File: src/sv/double_ended_queue_core_macros.svh
// ----------------------------------------------------------------------------
// double_ended_queue_core_macros.svh
// Assertion macros for the deque core. Clock is clk, reset is rst.
// ----------------------------------------------------------------------------
`ifndef DOUBLE_ENDED_QUEUE_CORE_MACROS_SVH
`define DOUBLE_ENDED_QUEUE_CORE_MACROS_SVH

// same-cycle implication
`define DQ_ASSERT_NOW(label, ante, cons, msg) \
  label: assert property (@(posedge clk) disable iff (rst) (ante) |-> (cons)) \
    else $error(msg);

// next-cycle implication
`define DQ_ASSERT_NEXT(label, ante, cons, msg) \
  label: assert property (@(posedge clk) disable iff (rst) (ante) |=> (cons)) \
    else $error(msg);

`endif

File: src/sv/dq_pkg.sv
// ----------------------------------------------------------------------------
// dq_pkg
// Types and constants shared by the deque core and its submodules.
// ----------------------------------------------------------------------------
`default_nettype none

package dq_pkg;

  localparam int DEFAULT_CAPACITY = 16;
  localparam int DATA_W           = 32;
  localparam int OCC_W            = 5;

  typedef enum logic [1:0] {
    ACT_PUSH_FRONT = 2'd0,
    ACT_PUSH_BACK  = 2'd1,
    ACT_POP_FRONT  = 2'd2,
    ACT_POP_BACK   = 2'd3
  } action_t;

  typedef enum logic [1:0] {
    ST_OK    = 2'd0,
    ST_FULL  = 2'd1,
    ST_EMPTY = 2'd2
  } status_t;

  typedef struct packed {
    action_t                   action;
    logic signed [DATA_W-1:0]  value;
  } req_t;

  typedef struct packed {
    logic signed [DATA_W-1:0]  popped;
    status_t                   status;
    logic        [OCC_W-1:0]   occupancy;
  } rsp_t;

  // memory port strobes from the controller
  typedef struct packed {
    logic wr_en;
    logic rd_en;
  } mem_ctl_t;

endpackage

`default_nettype wire

File: src/sv/dq_mem.sv
// ----------------------------------------------------------------------------
// dq_mem
// Word store of the deque: one write port, one read port, registered read.
// ----------------------------------------------------------------------------
`default_nettype none

module dq_mem import dq_pkg::*; #(
  parameter int DEPTH = DEFAULT_CAPACITY,
  parameter int AW    = $clog2(DEFAULT_CAPACITY)
) (
  input  wire logic              clk,
  input  wire mem_ctl_t          ctl,
  input  wire logic [AW-1:0]     waddr,
  input  wire logic [DATA_W-1:0] wdata,
  input  wire logic [AW-1:0]     raddr,
  output logic      [DATA_W-1:0] rdata
);

  logic [DATA_W-1:0] mem [DEPTH];

  // write port
  always_ff @(posedge clk) begin
    if (ctl.wr_en) begin
      mem[waddr] <= wdata;
    end
  end

  // read port, data registered on the strobe, held otherwise
  always_ff @(posedge clk) begin
    if (ctl.rd_en) begin
      rdata <= mem[raddr];
    end
  end

endmodule

`default_nettype wire

File: src/sv/dq_ctrl.sv
// ----------------------------------------------------------------------------
// dq_ctrl
// Front pointer and count of the deque; decodes each action into a memory
// access and the response status.
// ----------------------------------------------------------------------------
`default_nettype none

module dq_ctrl import dq_pkg::*; #(
  parameter int CAPACITY = DEFAULT_CAPACITY,
  parameter int IDXW     = $clog2(DEFAULT_CAPACITY),
  parameter int CNTW     = $clog2(DEFAULT_CAPACITY + 1)
) (
  input  wire logic              clk,
  input  wire logic              rst,
  input  wire logic              accept,
  input  wire req_t              req,
  output mem_ctl_t               mem_ctl,
  output logic      [IDXW-1:0]   waddr,
  output logic      [DATA_W-1:0] wdata,
  output logic      [IDXW-1:0]   raddr,
  output status_t                status,
  output logic                   pop_ok,
  output logic      [CNTW-1:0]   held,
  output logic      [CNTW-1:0]   held_next
);

  localparam logic [IDXW-1:0] LAST_IDX = IDXW'(CAPACITY - 1);
  localparam logic [CNTW-1:0] FULL_CNT = CNTW'(CAPACITY);
  localparam logic [CNTW:0]   CAP_EXT  = (CNTW + 1)'(CAPACITY);

  logic [IDXW-1:0] front;
  logic [IDXW-1:0] front_next;
  logic [IDXW-1:0] prev_front;
  logic [IDXW-1:0] succ_front;
  logic [CNTW:0]   back_sum;
  logic [CNTW:0]   last_sum;
  logic [IDXW-1:0] back_slot;
  logic [IDXW-1:0] last_slot;
  logic            is_full;
  logic            is_empty;

  // neighbor slots of the front, wrapping at the capacity
  assign prev_front = (front == '0) ? LAST_IDX : front - 1'b1;
  assign succ_front = (front == LAST_IDX) ? '0 : front + 1'b1;

  // slot after the back word and slot of the back word; sums stay below 2x
  assign back_sum  = {{(CNTW + 1 - IDXW){1'b0}}, front} + {1'b0, held};
  assign last_sum  = back_sum - 1'b1;
  assign back_slot = (back_sum >= CAP_EXT) ? IDXW'(back_sum - CAP_EXT) : IDXW'(back_sum);
  assign last_slot = (last_sum >= CAP_EXT) ? IDXW'(last_sum - CAP_EXT) : IDXW'(last_sum);

  assign is_full  = (held == FULL_CNT);
  assign is_empty = (held == '0);

  // action decode
  always_comb begin
    status        = ST_OK;
    pop_ok        = 1'b0;
    front_next    = front;
    held_next     = held;
    waddr         = back_slot;
    raddr         = front;
    wdata         = req.value;
    mem_ctl.wr_en = 1'b0;
    mem_ctl.rd_en = 1'b0;
    case (req.action)
      ACT_PUSH_FRONT: begin
        if (is_full) begin
          status = ST_FULL;
        end else begin
          front_next    = prev_front;
          waddr         = prev_front;
          held_next     = held + 1'b1;
          mem_ctl.wr_en = accept;
        end
      end
      ACT_PUSH_BACK: begin
        if (is_full) begin
          status = ST_FULL;
        end else begin
          waddr         = back_slot;
          held_next     = held + 1'b1;
          mem_ctl.wr_en = accept;
        end
      end
      ACT_POP_FRONT: begin
        if (is_empty) begin
          status = ST_EMPTY;
        end else begin
          raddr         = front;
          front_next    = succ_front;
          held_next     = held - 1'b1;
          pop_ok        = 1'b1;
          mem_ctl.rd_en = accept;
        end
      end
      ACT_POP_BACK: begin
        if (is_empty) begin
          status = ST_EMPTY;
        end else begin
          raddr         = last_slot;
          held_next     = held - 1'b1;
          pop_ok        = 1'b1;
          mem_ctl.rd_en = accept;
        end
      end
      default: begin
        status = ST_OK;
      end
    endcase
  end

  // pointer and count registers
  always_ff @(posedge clk) begin
    if (rst) begin
      front <= '0;
      held  <= '0;
    end else if (accept) begin
      front <= front_next;
      held  <= held_next;
    end
  end

endmodule

`default_nettype wire

File: src/sv/double_ended_queue_core.sv
// ----------------------------------------------------------------------------
// double_ended_queue_core
// Bounded double-ended queue of signed 32-bit words in a circular store.
// ----------------------------------------------------------------------------
// Each request transaction carries one action (push front, push back, pop
// front, pop back) and gives exactly one response transaction with the
// popped word, a status (ok, full push refused, empty pop refused) and the
// word count after the action. A new request is taken every cycle while the
// response side keeps up; the response is registered, as is the store's read
// port. Pointer and count update at request time, so back-to-back actions
// never wait on each other. No clearing pass follows reset: entries are only
// read after being written.
`default_nettype none

module double_ended_queue_core import dq_pkg::*; #(
  parameter int CAPACITY = DEFAULT_CAPACITY
) (
  input  wire logic clk,
  input  wire logic rst,
  input  wire logic req_valid,
  output logic      req_ready,
  input  wire req_t req,
  output logic      rsp_valid,
  input  wire logic rsp_ready,
  output rsp_t      rsp
);

`include "double_ended_queue_core_macros.svh"

  localparam int IDXW = $clog2(CAPACITY);
  localparam int CNTW = $clog2(CAPACITY + 1);

  mem_ctl_t          mem_ctl;
  logic [IDXW-1:0]   waddr;
  logic [IDXW-1:0]   raddr;
  logic [DATA_W-1:0] wdata;
  logic [DATA_W-1:0] rdata;
  status_t           status;
  logic              pop_ok;
  logic [CNTW-1:0]   held;
  logic [CNTW-1:0]   held_next;
  logic              req_accept;

  status_t           status_q;
  logic              pop_q;
  logic [OCC_W-1:0]  occ_q;

  // response register frees the request side when empty or being drained
  assign req_ready  = !rsp_valid || rsp_ready;
  assign req_accept = req_valid && req_ready;

  dq_ctrl #(
    .CAPACITY (CAPACITY),
    .IDXW     (IDXW),
    .CNTW     (CNTW)
  ) u_ctrl (
    .clk       (clk),
    .rst       (rst),
    .accept    (req_accept),
    .req       (req),
    .mem_ctl   (mem_ctl),
    .waddr     (waddr),
    .wdata     (wdata),
    .raddr     (raddr),
    .status    (status),
    .pop_ok    (pop_ok),
    .held      (held),
    .held_next (held_next)
  );

  dq_mem #(
    .DEPTH (CAPACITY),
    .AW    (IDXW)
  ) u_mem (
    .clk   (clk),
    .ctl   (mem_ctl),
    .waddr (waddr),
    .wdata (wdata),
    .raddr (raddr),
    .rdata (rdata)
  );

  // response valid
  always_ff @(posedge clk) begin
    if (rst) begin
      rsp_valid <= 1'b0;
    end else if (req_accept) begin
      rsp_valid <= 1'b1;
    end else if (rsp_ready) begin
      rsp_valid <= 1'b0;
    end
  end

  // response metadata; popped word comes from the store's read register
  always_ff @(posedge clk) begin
    if (req_accept) begin
      status_q <= status;
      pop_q    <= pop_ok;
      occ_q    <= OCC_W'(held_next);
    end
  end

  always_comb begin
    rsp.popped    = pop_q ? rdata : '0;
    rsp.status    = status_q;
    rsp.occupancy = occ_q;
  end

  // checks
  `DQ_ASSERT_NOW(a_held_bound, 1'b1, held <= CNTW'(CAPACITY), "count above capacity")
  `DQ_ASSERT_NOW(a_mem_excl, 1'b1, !(mem_ctl.wr_en && mem_ctl.rd_en), "read and write together")
  `DQ_ASSERT_NEXT(a_rsp_follows, req_accept, rsp_valid, "no response after request")
  `DQ_ASSERT_NOW(a_refused_zero, rsp_valid && rsp.status != ST_OK, rsp.popped == '0, "refused action popped data")

endmodule

`default_nettype wire

File: config.mk
export PLATFORM = sky130hd
export DESIGN_NAME = double_ended_queue_core
export DESIGN_NICKNAME = d
export VERILOG_FILES = /design/src/sv/dq_pkg.sv /design/src/sv/dq_mem.sv /design/src/sv/dq_ctrl.sv /design/src/sv/double_ended_queue_core.sv
export VERILOG_INCLUDE_DIRS = /design/src /design/src/sv
export SDC_FILE = /design/constraint.sdc
export NUM_CORES = 1
export LEC_CHECK = 0
export BUFFER_PORTS_ARGS = -buffer_cell sky130_fd_sc_hd__buf_2
export CORE_ASPECT_RATIO = 1.1
export CORE_MARGIN = 5
export CORE_UTILIZATION = 30
export DETAILED_ROUTE_END_ITERATION = 10
export PLACE_DENSITY = 0.45
export SLEW_MARGIN = 20
export SYNTH_ARGS = -nofsm -noshare
export SYNTH_HDL_FRONTEND = slang
export SYNTH_SLANG_ARGS = --single-unit
File: constraint.sdc
create_clock -name clk -period 3.6 [get_ports clk]
set_clock_uncertainty 0.1 [all_clocks]
set_input_delay 0.54 -clock clk [delete_from_list [all_inputs] [get_ports clk]]
set_output_delay 0.54 -clock clk [all_outputs]
set_load 0.01 [all_outputs]
==> qor.yml, run 1 <==
timing:
  slew_headroom_pct: 26.61
  rsz0062_at_grt: "no"
  tns_ps: 0
  fin_hold_ws_ps: 86.28
  max_freq_mhz: 289.1
  setup_viol: 0
  finalCriticalPeriod_ps: 3459
  timing.final.crit_share_pct: 96.09
  tightest_slew_ps: 1092
  hold_viol: 0
  slew_violations: 0
global_route:
  antenna_found_initial: 3
  grt_pass1_wl_um: 91810
  grt_max_degree: 61
  grt.total_usage_pct: 15.77
  first_global_vias: 13153
  gr-total-overflow: 0
synthesis:
  yosysUniqueCellTypes: 64
  postSynthCellCount: 1379
  synth-seq-cells: 562
  synth_top_cell_by_area: "edfxtp_1"
  synth.area.top_cells: "edfxtp_1 76%, o22ai_1 4.9%, nand2_1 2.4%, mux2i_1 1.1%, and2_1 1.1%"
  syn_avg_cell_area_sq_um: 15.78
  synth_flop_cell: "edfxtp_1"
  yosysWarnings: 0
  yosysTopAreaCellShare_pct: 76.17
  synthArstFlopShare_pct: 0
  ys_top_cells_by_count: "552 x edfxtp_1, 172 x o22ai_1, 138 x nand2_1"
  yosysMostFrequentCell: "edfxtp_1"
  yosysSeqAreaShare_pct: 77.09
  syn_area_sq_um: 21760
  synth_fp_nets: 1427
  synth_edf_count: 552
detailed_routing:
  vias: 13007
  route.detailed.drc: 0
  drt-vias-per-instance: 5.157
  first_pass_iters: 5
  wl_um: 63440
  final_antenna_net_count: 0
  drt-initial-drc-count: 909
  wl_per_cell_um: 25.16
setup_path:
  worst_path_most_repeated_cell: "ha_1"
  rr_startpoint: "u_ctrl.held[0]"
  crit_fanout: 19
  critical_path_required_ps: 3960
  crit_type: "reg -> reg"
  r2r-end: "u_mem.rdata[2]"
  cp-end-kind: "flip-flop"
  critPathSlowestCell: "fa_1"
  worstSetupEndpoint: "u_mem.rdata[2]"
  cpPeakStageDelay_ps: 510
  rrSetupSlack_ps: 140
  r2r_cells: 12
  cpLargestDelayFamily: "adder cells"
  worst-path-buf-inv: 2
  arrival_ps: 3810
  startpoint_type: "flip-flop"
  cp.depth: 12
  crit_chain: "ha_1 -> fa_1 -> inv_1 -> ha_1 -> xnor3_1 -> and2_2 -> a2bb2oi_4 -> buf_12 -> o32a_1 -> o221ai_1 -> mux2i_1 -> o31a_1"
  crit_start: "u_ctrl.held[0]"
clock_tree:
  cts_buffer_depth: 3
  clk_pin_slew_worst_paths_ps: 70
  clockRootBuffer: "clkbuf_16"
  insertion_delay_ps: 620
  clock_sinks: 562
  tritoncts: "yes"
  cts_buffers: 56
  cts-htree-levels: 2
worst_hold_path:
  min_path_type: "in -> reg"
outcome:
  status: "finished clean"
pwr:
  p_per_area_nw_per_um2: 617.0
  p_leak_nw: 8.497
  ir_worst_vdd_mv: 0.3617
layout:
  drive_above_1_share_pct: 20.06
  syn_to_final_growth_pct: 20.97
  nFillCells: 6831
  regArea_sq_um: 16780
  multi_input_area_sq_um: 4827
  fin_area_sq_um: 26330
  nNetsFinal: 1579
die:
  coreArea_sq_um: 71910
  placementRows: 103
  start_util_pct: 30.26
  ios: 79
  fp.dieH_um: 292.5
  die_area_sq_um: 78030
  die_w_um: 266.8
placed_design:
  dp_hpwl_um: 36510
  place_area_sq_um: 24430
  place_congestion: 0.7324
  port_buffers: 78
run:
  maxCapViolations: 0
## layout by cell type, fill, tap and decap left out, drive strengths merged, types with 22 or more instances in the layout
| cell type | synthesis | final |
|---|---|---|
| a31oi | 29 | 29 |
| nor4 | 22 | 22 |
| buf | 29 | 177 |
| o22ai | 172 | 172 |
| a21oi | 41 | 41 |
| clkbuf | 55 | 67 |
| clkinv | 1 | 24 |
| and2 | 37 | 37 |
| nand2 | 140 | 140 |
| nand3 | 30 | 30 |
| mux2i | 26 | 26 |
| nor2 | 43 | 43 |
| edfxtp | 552 | 552 |
## metrics by stage
step	cells	total power, mW	worst slack, ps	utilization (%)
6_report	2522	16.24	140.9	36.61
5_1_grt	2520	16.92	10.54	36.60
3_5_place_dp	2416	10.46	-80.40	33.97
4_1_cts	2518	16.41	8.164	36.54
2_1_floorplan	1379	9.174	-333.8	-
3_3_place_gp	2416	10.45	-31.90	33.97
## flip-flops by register name, summed over array words and instances, names as in the netlist
signal / count
u_mem.rdata: 32
status_q: 2
occ_q: 5
rsp_valid: 1
u_ctrl.front: 4
u_ctrl.held: 5
pop_q: 1
u_mem.mem: 512
## cell type report
class                      instances  area share, %
antenna                            2        0.01901
clock buffer                      66          5.547
clock inverter                    36          1.469
inverter                          11         0.1568
multi-input combinational        722          18.34
sequential                       562          63.73
tap                              945          4.491
timing repair buffer             178          6.255
## tightest hold or removal path, stage by stage
cell and delay, ps:
buf_2 100, inv_1 40, a21oi_1 50
## power by group
| part | total, mW | switching, mW | internal [mW] |
|---|---|---|---|
| Combinational | 2.79 | 1.73 | 1.05 |
| Sequential | 7.54 | 0.0858 | 7.46 |
| Clock | 5.91 | 2.51 | 3.40 |
## how the worst min path moves through the flow
stage                              start             end  slack (ps)  depth (start not counted)
after floorplan           u_ctrl.held[1]  u_ctrl.held[1]         430                          2
after global placement         rsp_valid       rsp_valid         400                          2
after detailed placement  u_ctrl.held[1]  u_ctrl.held[1]         430                          2
after CTS                      req_valid       rsp_valid          50                          3
after global routing           req_valid       rsp_valid          60                          3
final                          req_valid       rsp_valid          90                          3
## metal layers
metal  part of all wire (%)  global-route usage (%)  up-vias
met5                  0.011                       0        -
met4                    1.6                   3.298        2
met3                    4.4                   2.520       70
met2                     50                   26.73      278
met1                     44                   21.61     6763
li1                       -                       -     5894
## timing repair
| item | CTS | global route |
|---|---|---|
| endpoints found under the setup margin | 1 | 5 |
| pin swaps | 0 | 1 |
| resized for setup | 1 | 4 |
| cloned | 0 | 1 |
| hold endpoints to repair | 0 | 0 |
| buffers inserted | 0 | 1 |
| hold buffers | 0 | 0 |
## logic make-up (layout without fill, tap and decap cells)
kind of cell	Yosys count	count (layout)	synth area share [%]
flops	562	562	77.09
xor+xnor	13	13	0.6555
fa+ha+maj	10	10	0.6095
mux	29	29	1.409
compound gates	361	361	11.62
buf+inv	95	291	1.966
other cells	0	2	0
simple gates	309	309	6.652
Power figures use the tool's default switching activity.
==> run 2, diff against run 1 <==
Settings changed: HOLD_SLACK_MARGIN from default to 0.1, TNS_END_PERCENT from default to 100.
==> qor.yml, run 2 (synthesized netlist as in run 1, its figures left out) <==
pwr:
  switching_power_mw: 4.335  # was 4.331 mW
  p_per_area_nw_per_um2: 616.9  # was 617.0 nW/um^2
  finalPower_mw: 16.25  # was 16.24 mW
  p_sw_share_pct: 26.68  # was 26.66%
  combPwrFrac_pct: 17.1  # was 17.2%
  seq_power_share_pct: 46.4  # about the same
  intPower_mw: 11.91  # about the same
  clockPowerShare_pct: 36.4  # about the same
  p_leak_nw: 8.501  # was 8.497 nW
  ir_worst_vdd_mv: 0.3601  # was 0.3617 mV
timing:
  tightest_slew_ps: 1105  # was 1092 ps
  slew_headroom_pct: 25.79  # was 26.61%
  setup_viol: 0  # unchanged
  rsz0062_at_grt: "no"  # unchanged
  fin_hold_ws_ps: 174.4  # was 86.28 ps
  timing.final.crit_share_pct: 96.35  # was 96.09%
  tns_ps: 0  # unchanged
  worst_slack_ps: 131.3  # was 140.9 ps
  hold_viol: 0  # unchanged
  slew_violations: 0  # unchanged
  max_freq_mhz: 288.3  # was 289.1 MHz
  finalCriticalPeriod_ps: 3469  # was 3459 ps
layout:
  drive_above_1_share_pct: 20.05  # was 20.06%
  nFillCells: 6830  # was 6831
  fin_cells: 2524  # was 2522
  reg.largest.list: "u_mem.mem (512), u_mem.rdata (32)"  # unchanged
  largest_reg_flops: 512  # unchanged
  final_cell_mix: "552 x edfxtp_1, 172 x o22ai_1, 137 x nand2_1, 78 x buf_2, 60 x buf_4"  # unchanged
  layout_commonest_cell: "edfxtp_1"  # unchanged
  fin_area_sq_um: 26340  # was 26330 sq um
  nNetsFinal: 1580  # was 1579
  syn_to_final_growth_pct: 21.03  # was 20.97%
  final_util_pct: 36.63  # was 36.61%
  largest-register: "u_mem.mem"  # unchanged
die:
  die_w_um: 266.8  # unchanged
  start_util_pct: 30.26  # unchanged
  ios: 79  # unchanged
  placementRows: 103  # unchanged
  coreArea_sq_um: 71910  # unchanged
  die_area_sq_um: 78030  # unchanged
  fp.dieH_um: 292.5  # unchanged
setup_path:
  crit_start: "u_ctrl.held[0]"  # unchanged
  crit_type: "reg -> reg"  # unchanged
  crit_fanout: 19  # unchanged
  rrSetupSlack_ps: 130  # was 140 ps
  startpoint_type: "flip-flop"  # unchanged
  critical_path_required_ps: 3950  # was 3960 ps
  rr_startpoint: "u_ctrl.held[0]"  # unchanged
  arrival_ps: 3820  # was 3810 ps
  r2r-end: "u_mem.rdata[2]"  # unchanged
  cp-end-kind: "flip-flop"  # unchanged
  worstSetupEndpoint: "u_mem.rdata[2]"  # unchanged
  r2r_cells: 12  # unchanged
clock_tree:
  cts_buffers: 56  # unchanged
  clockRootBuffer: "clkbuf_16"  # unchanged
  tritoncts: "yes"  # unchanged
  clock_sinks: 562  # unchanged
  cts-htree-levels: 2  # unchanged
  insertion_delay_ps: 620  # about the same
  clk_pin_slew_worst_paths_ps: 70  # about the same
  cts_buffer_depth: 3  # unchanged
global_route:
  grt_pass1_wl_um: 91810  # unchanged
  grt_max_degree: 61  # unchanged
  antenna_found_initial: 3  # unchanged
  first_global_vias: 13155  # was 13153
  grt.total_usage_pct: 15.77  # unchanged
  gr-total-overflow: 0  # unchanged
worst_hold_path:
  min_path_cells: 3  # unchanged
  min_path_type: "in -> reg"  # unchanged
placed_design:
  place_ws_ps: -80.40  # unchanged
  place_inst: 2416  # unchanged
  port_buffers: 78  # unchanged
  place_area_sq_um: 24430  # unchanged
  dp_hpwl_um: 36510  # unchanged
  place_congestion: 0.7324  # unchanged
detailed_routing:
  drt-vias-per-instance: 5.163  # was 5.157
  vias: 13031  # was 13007
  wl_um: 63490  # was 63440 um
  wl_per_cell_um: 25.16  # about the same
  route.detailed.drc: 0  # unchanged
  drt-initial-drc-count: 939  # was 909
  first_pass_iters: 5  # unchanged
  final_antenna_net_count: 0  # unchanged
outcome:
  status: "finished clean"  # unchanged
run:
  maxCapViolations: 0  # unchanged
-- run 2: cell types whose count changed in the layout (fill, tap and decap cells not counted), sizes merged --
cell         before  now
diode             2    3
dlygate4sd3       0    1
-- run 2: worst min path at each step --
stage                     slack, ps             end            from
after global placement          400       rsp_valid       rsp_valid
after global routing            150  u_ctrl.held[1]             rst
after detailed placement        430  u_ctrl.held[1]  u_ctrl.held[1]
final                           170       rsp_valid       rsp_ready
after floorplan                 430  u_ctrl.held[1]  u_ctrl.held[1]
after CTS                       140  u_ctrl.held[1]             rst
-- run 2: metal layers --
metal | track usage [%] | wire (um) | part of all wire, % | vias to the layer above
met5 | 0 | 7 | 0.011 | -
met4 | 3.298 | 1031 | 1.6 | 2
met3 | 2.520 | 2884 | 4.5 | 71
met2 | 26.73 | 31510 | 50 | 285
met1 | 21.61 | 28060 | 44 | 6779
li1 | - | - | - | 5894
-- run 2: worst max-delay path, cell delays in order (launching register included) --
cell,delay [ps]
dfxtp_1,320
ha_1,220
fa_1,510
inv_1,60
ha_1,240
xnor3_1,370
and2_2,270
a2bb2oi_4,250
buf_12,200
o32a_1,170
o221ai_1,110
mux2i_1,320
o31a_1,200
-- run 2: cell type report --
class,instances,area (sq um),share of cell area [%]
antenna,3,7.507,0.02850
clock inverter,36,386.6,1.468
inverter,11,41.29,0.1568
sequential,562,16780,63.70
tap,945,1182,4.489
clock buffer,66,1460,5.544
multi-input combinational,722,4827,18.33
timing repair buffer,179,1657,6.290
-- run 2: power groups by stage --
stage	Sequential [mW]	Combinational [mW]	Clock, mW
2_1_floorplan	7.65	1.52	0
3_3_place_gp	7.69	2.77	0
3_5_place_dp	7.69	2.78	0
4_1_cts	7.55	2.79	6.07
5_1_grt	7.56	3.01	6.35
6_report	7.54	2.79	5.92
-- run 2: what timing repair did --
action                     in CTS  in global routing
hold buffers                    1                  0
pin swaps                       0                  1
cloned                          0                  1
setup buffers                   0                  1
resized for setup               1                  4
hold endpoints to repair        1                  0
setup endpoints to repair       1                  5
==> run 3, diff against run 2 <==
Settings changed: CTS_BUF_LIST from default to sky130_fd_sc_hd__clkbuf_2 sky130_fd_sc_hd__clkbuf_4 sky130_fd_sc_hd__clkbuf_8.
==> qor.yml, run 3 (synthesized netlist as in run 1, its figures left out) <==
outcome:
  status: "finished clean"  # unchanged
global_route:
  first_global_vias: 13638  # was 13155
  grt_pass1_wl_um: 93020  # was 91810 um
  grt.total_usage_pct: 16.00  # was 15.77%
  antenna_found_initial: 3  # unchanged
  grt_max_degree: 61  # unchanged
  gr-total-overflow: 0  # unchanged
layout:
  drive_above_1_share_pct: 23.23  # was 20.05%
  syn_to_final_growth_pct: 22.24  # was 21.03%
  nNetsFinal: 1649  # was 1580
  final_cell_mix: "552 x edfxtp_1, 172 x o22ai_1, 137 x nand2_1, 92 x clkbuf_8, 78 x buf_2"  # was 552 x edfxtp_1, 172 x o22ai_1, 137 x nand2_1, 78 x buf_2, 60 x buf_4
  fin_cells: 2617  # was 2524
  layout_commonest_cell: "edfxtp_1"  # unchanged
  final_util_pct: 36.99  # was 36.63%
  largest_reg_flops: 512  # unchanged
  largest-register: "u_mem.mem"  # unchanged
  reg.largest.list: "u_mem.mem (512), u_mem.rdata (32)"  # unchanged
clock_tree:
  cts_buffers: 92  # was 56
  clk_pin_slew_worst_paths_ps: 60  # was 70 ps
  cts_buffer_depth: 3  # unchanged
  clock_sinks: 562  # unchanged
  cts-htree-levels: 3  # was 2
  insertion_delay_ps: 680  # was 620 ps
  tritoncts: "yes"  # unchanged
  clockRootBuffer: "clkbuf_8"  # was clkbuf_16
placed_design:
  port_buffers: 78  # unchanged
  place_congestion: 0.7324  # unchanged
  dp_hpwl_um: 36510  # unchanged
  place_ws_ps: -80.40  # unchanged
  place_inst: 2416  # unchanged
die:
  ios: 79  # unchanged
  coreArea_sq_um: 71910  # unchanged
  die_area_sq_um: 78030  # unchanged
  placementRows: 103  # unchanged
  fp.dieH_um: 292.5  # unchanged
  start_util_pct: 30.26  # unchanged
  die_w_um: 266.8  # unchanged
timing:
  tightest_slew_ps: 1224  # was 1105 ps
  fin_hold_ws_ps: 157.4  # was 174.4 ps
  hold_viol: 0  # unchanged
  timing.final.crit_share_pct: 96.93  # was 96.35%
  rsz0062_at_grt: "no"  # unchanged
  slew_violations: 0  # unchanged
  finalCriticalPeriod_ps: 3489  # was 3469 ps
  worst_slack_ps: 110.5  # was 131.3 ps
  setup_viol: 0  # unchanged
  max_freq_mhz: 286.6  # was 288.3 MHz
  slew_headroom_pct: 17.79  # was 25.79%
detailed_routing:
  first_pass_iters: 7  # was 5
  route.detailed.drc: 0  # unchanged
  wl_met3_um: 3076  # was 2884 um
  wl_per_cell_um: 24.58  # was 25.16 um
  final_antenna_net_count: 0  # unchanged
  top_layer: "met4"  # was met5
  wl_um: 64330  # was 63490 um
  drt-initial-drc-count: 936  # was 939
  met2_length_um: 31990  # was 31510 um
  drt-vias-per-instance: 5.062  # was 5.163
  vias: 13247  # was 13031
  wl_met1_um: 28110  # was 28060 um
setup_path:
  worst_path_most_repeated_cell: "ha_1"  # unchanged
  cpPeakStageDelay_ps: 540  # was 510 ps
  worst-path-buf-inv: 3  # was 2
  critPathSlowestCell: "a2111oi_1"  # was fa_1
  crit_chain: "ha_1 -> fa_1 -> inv_1 -> ha_1 -> xnor3_1 -> and2_2 -> a21oi_2 -> buf_12 -> o22ai_1 -> a2111oi_1 -> buf_4 -> o31a_1"  # was ha_1 -> fa_1 -> inv_1 -> ha_1 -> xnor3_1 -> and2_2 -> a2bb2oi_4 -> buf_12 -> o32a_1 -> o221ai_1 -> mux2i_1 -> o31a_1
  crit_type: "reg -> reg"  # unchanged
  startpoint_type: "flip-flop"  # unchanged
  cpLargestDelayFamily: "adder cells"  # unchanged
  crit_fanout: 10  # was 19
  arrival_ps: 3950  # was 3820 ps
  critical_path_required_ps: 4060  # was 3950 ps
  cp-end-kind: "flip-flop"  # unchanged
  crit_start: "u_ctrl.held[0]"  # unchanged
  rr_startpoint: "u_ctrl.held[0]"  # unchanged
worst_hold_path:
  min_path_type: "in -> reg"  # unchanged
  hold_start: "req[17]"  # was rsp_ready
pwr:
  finalPower_mw: 15.82  # was 16.25 mW
  ir_worst_vdd_mv: 0.2193  # was 0.3601 mV
  p_leak_nw: 8.687  # was 8.501 nW
  p_per_area_nw_per_um2: 594.7  # was 616.9 nW/um^2
run:
  maxCapViolations: 0  # unchanged
## run 3: changes by cell type in the layout (fill, tap and decap cells not counted), sizes merged
cell,delta
inv,-2
diode,-1
dlygate4sd3,+25
clkinvlp,+2
buf,+7
bufinv,-5
clkbuf,+63
clkinv,+4
## run 3: area by class of cell
cell class                      count  area (sq um)
Multi-Input combinational cell    722          4838
Antenna cell                        2         5.005
Timing Repair Buffer              212          1988
Clock buffer                      128          1536
Clock inverter                     35         234.0
Fill cell                        6870         45310
Sequential cell                   562         16780
Tap cell                          945          1182
Inverter                           11         41.29
## run 3: metrics by stage
| step | cell area (sq um) | TNS (ps) |
|---|---|---|
| detailed placement | 24430 | -92.83 |
| CTS | 26460 | 0 |
| finish | 26600 | 0 |
| floorplan | 21770 | -112080 |
| global placement | 24430 | -41.70 |
| global route | 26600 | 0 |
## run 3: repair_timing
action / CTS / global route
gates cloned: 0 / 2
resized for setup: 2 / 5
buffers inserted: 0 / 8
pin swaps: 0 / 1
endpoints found under the setup margin: 2 / 7
hold buffers: 26 / 0
endpoints found under the hold margin: 274 / 0
## run 3: worst reg2reg max path, stage by stage, from the launching register on
cell and delay, ps:
dfxtp_1 310, ha_1 220, fa_1 510, inv_1 60, ha_1 240, xnor3_1 370
and2_2 270, a21oi_2 210, buf_12 150, o22ai_1 90, a2111oi_1 540, buf_4 200
o31a_1 100
## run 3: where the power goes
part	switching, mW	internal, mW
Sequential	0.0863	7.46
Combinational	1.75	1.11
Clock	2.51	2.90
Total	4.35	11.5
## run 3: metal layers
layer	vias up	global-route usage, %
li1	6032	-
met1	6800	21.50
met2	331	26.79
met3	84	2.764
met4	0	4.648
met5	-	0
## run 3: worst paths after layout
kind	to	slack, ps	cells after the start
worst min register to register	u_ctrl.held[1]	430	2
worst max register to register	u_mem.rdata[26]	110	12
worst min-delay path	u_mem.mem[12][17]	160	1
worst max-delay path	u_mem.rdata[26]	110	12
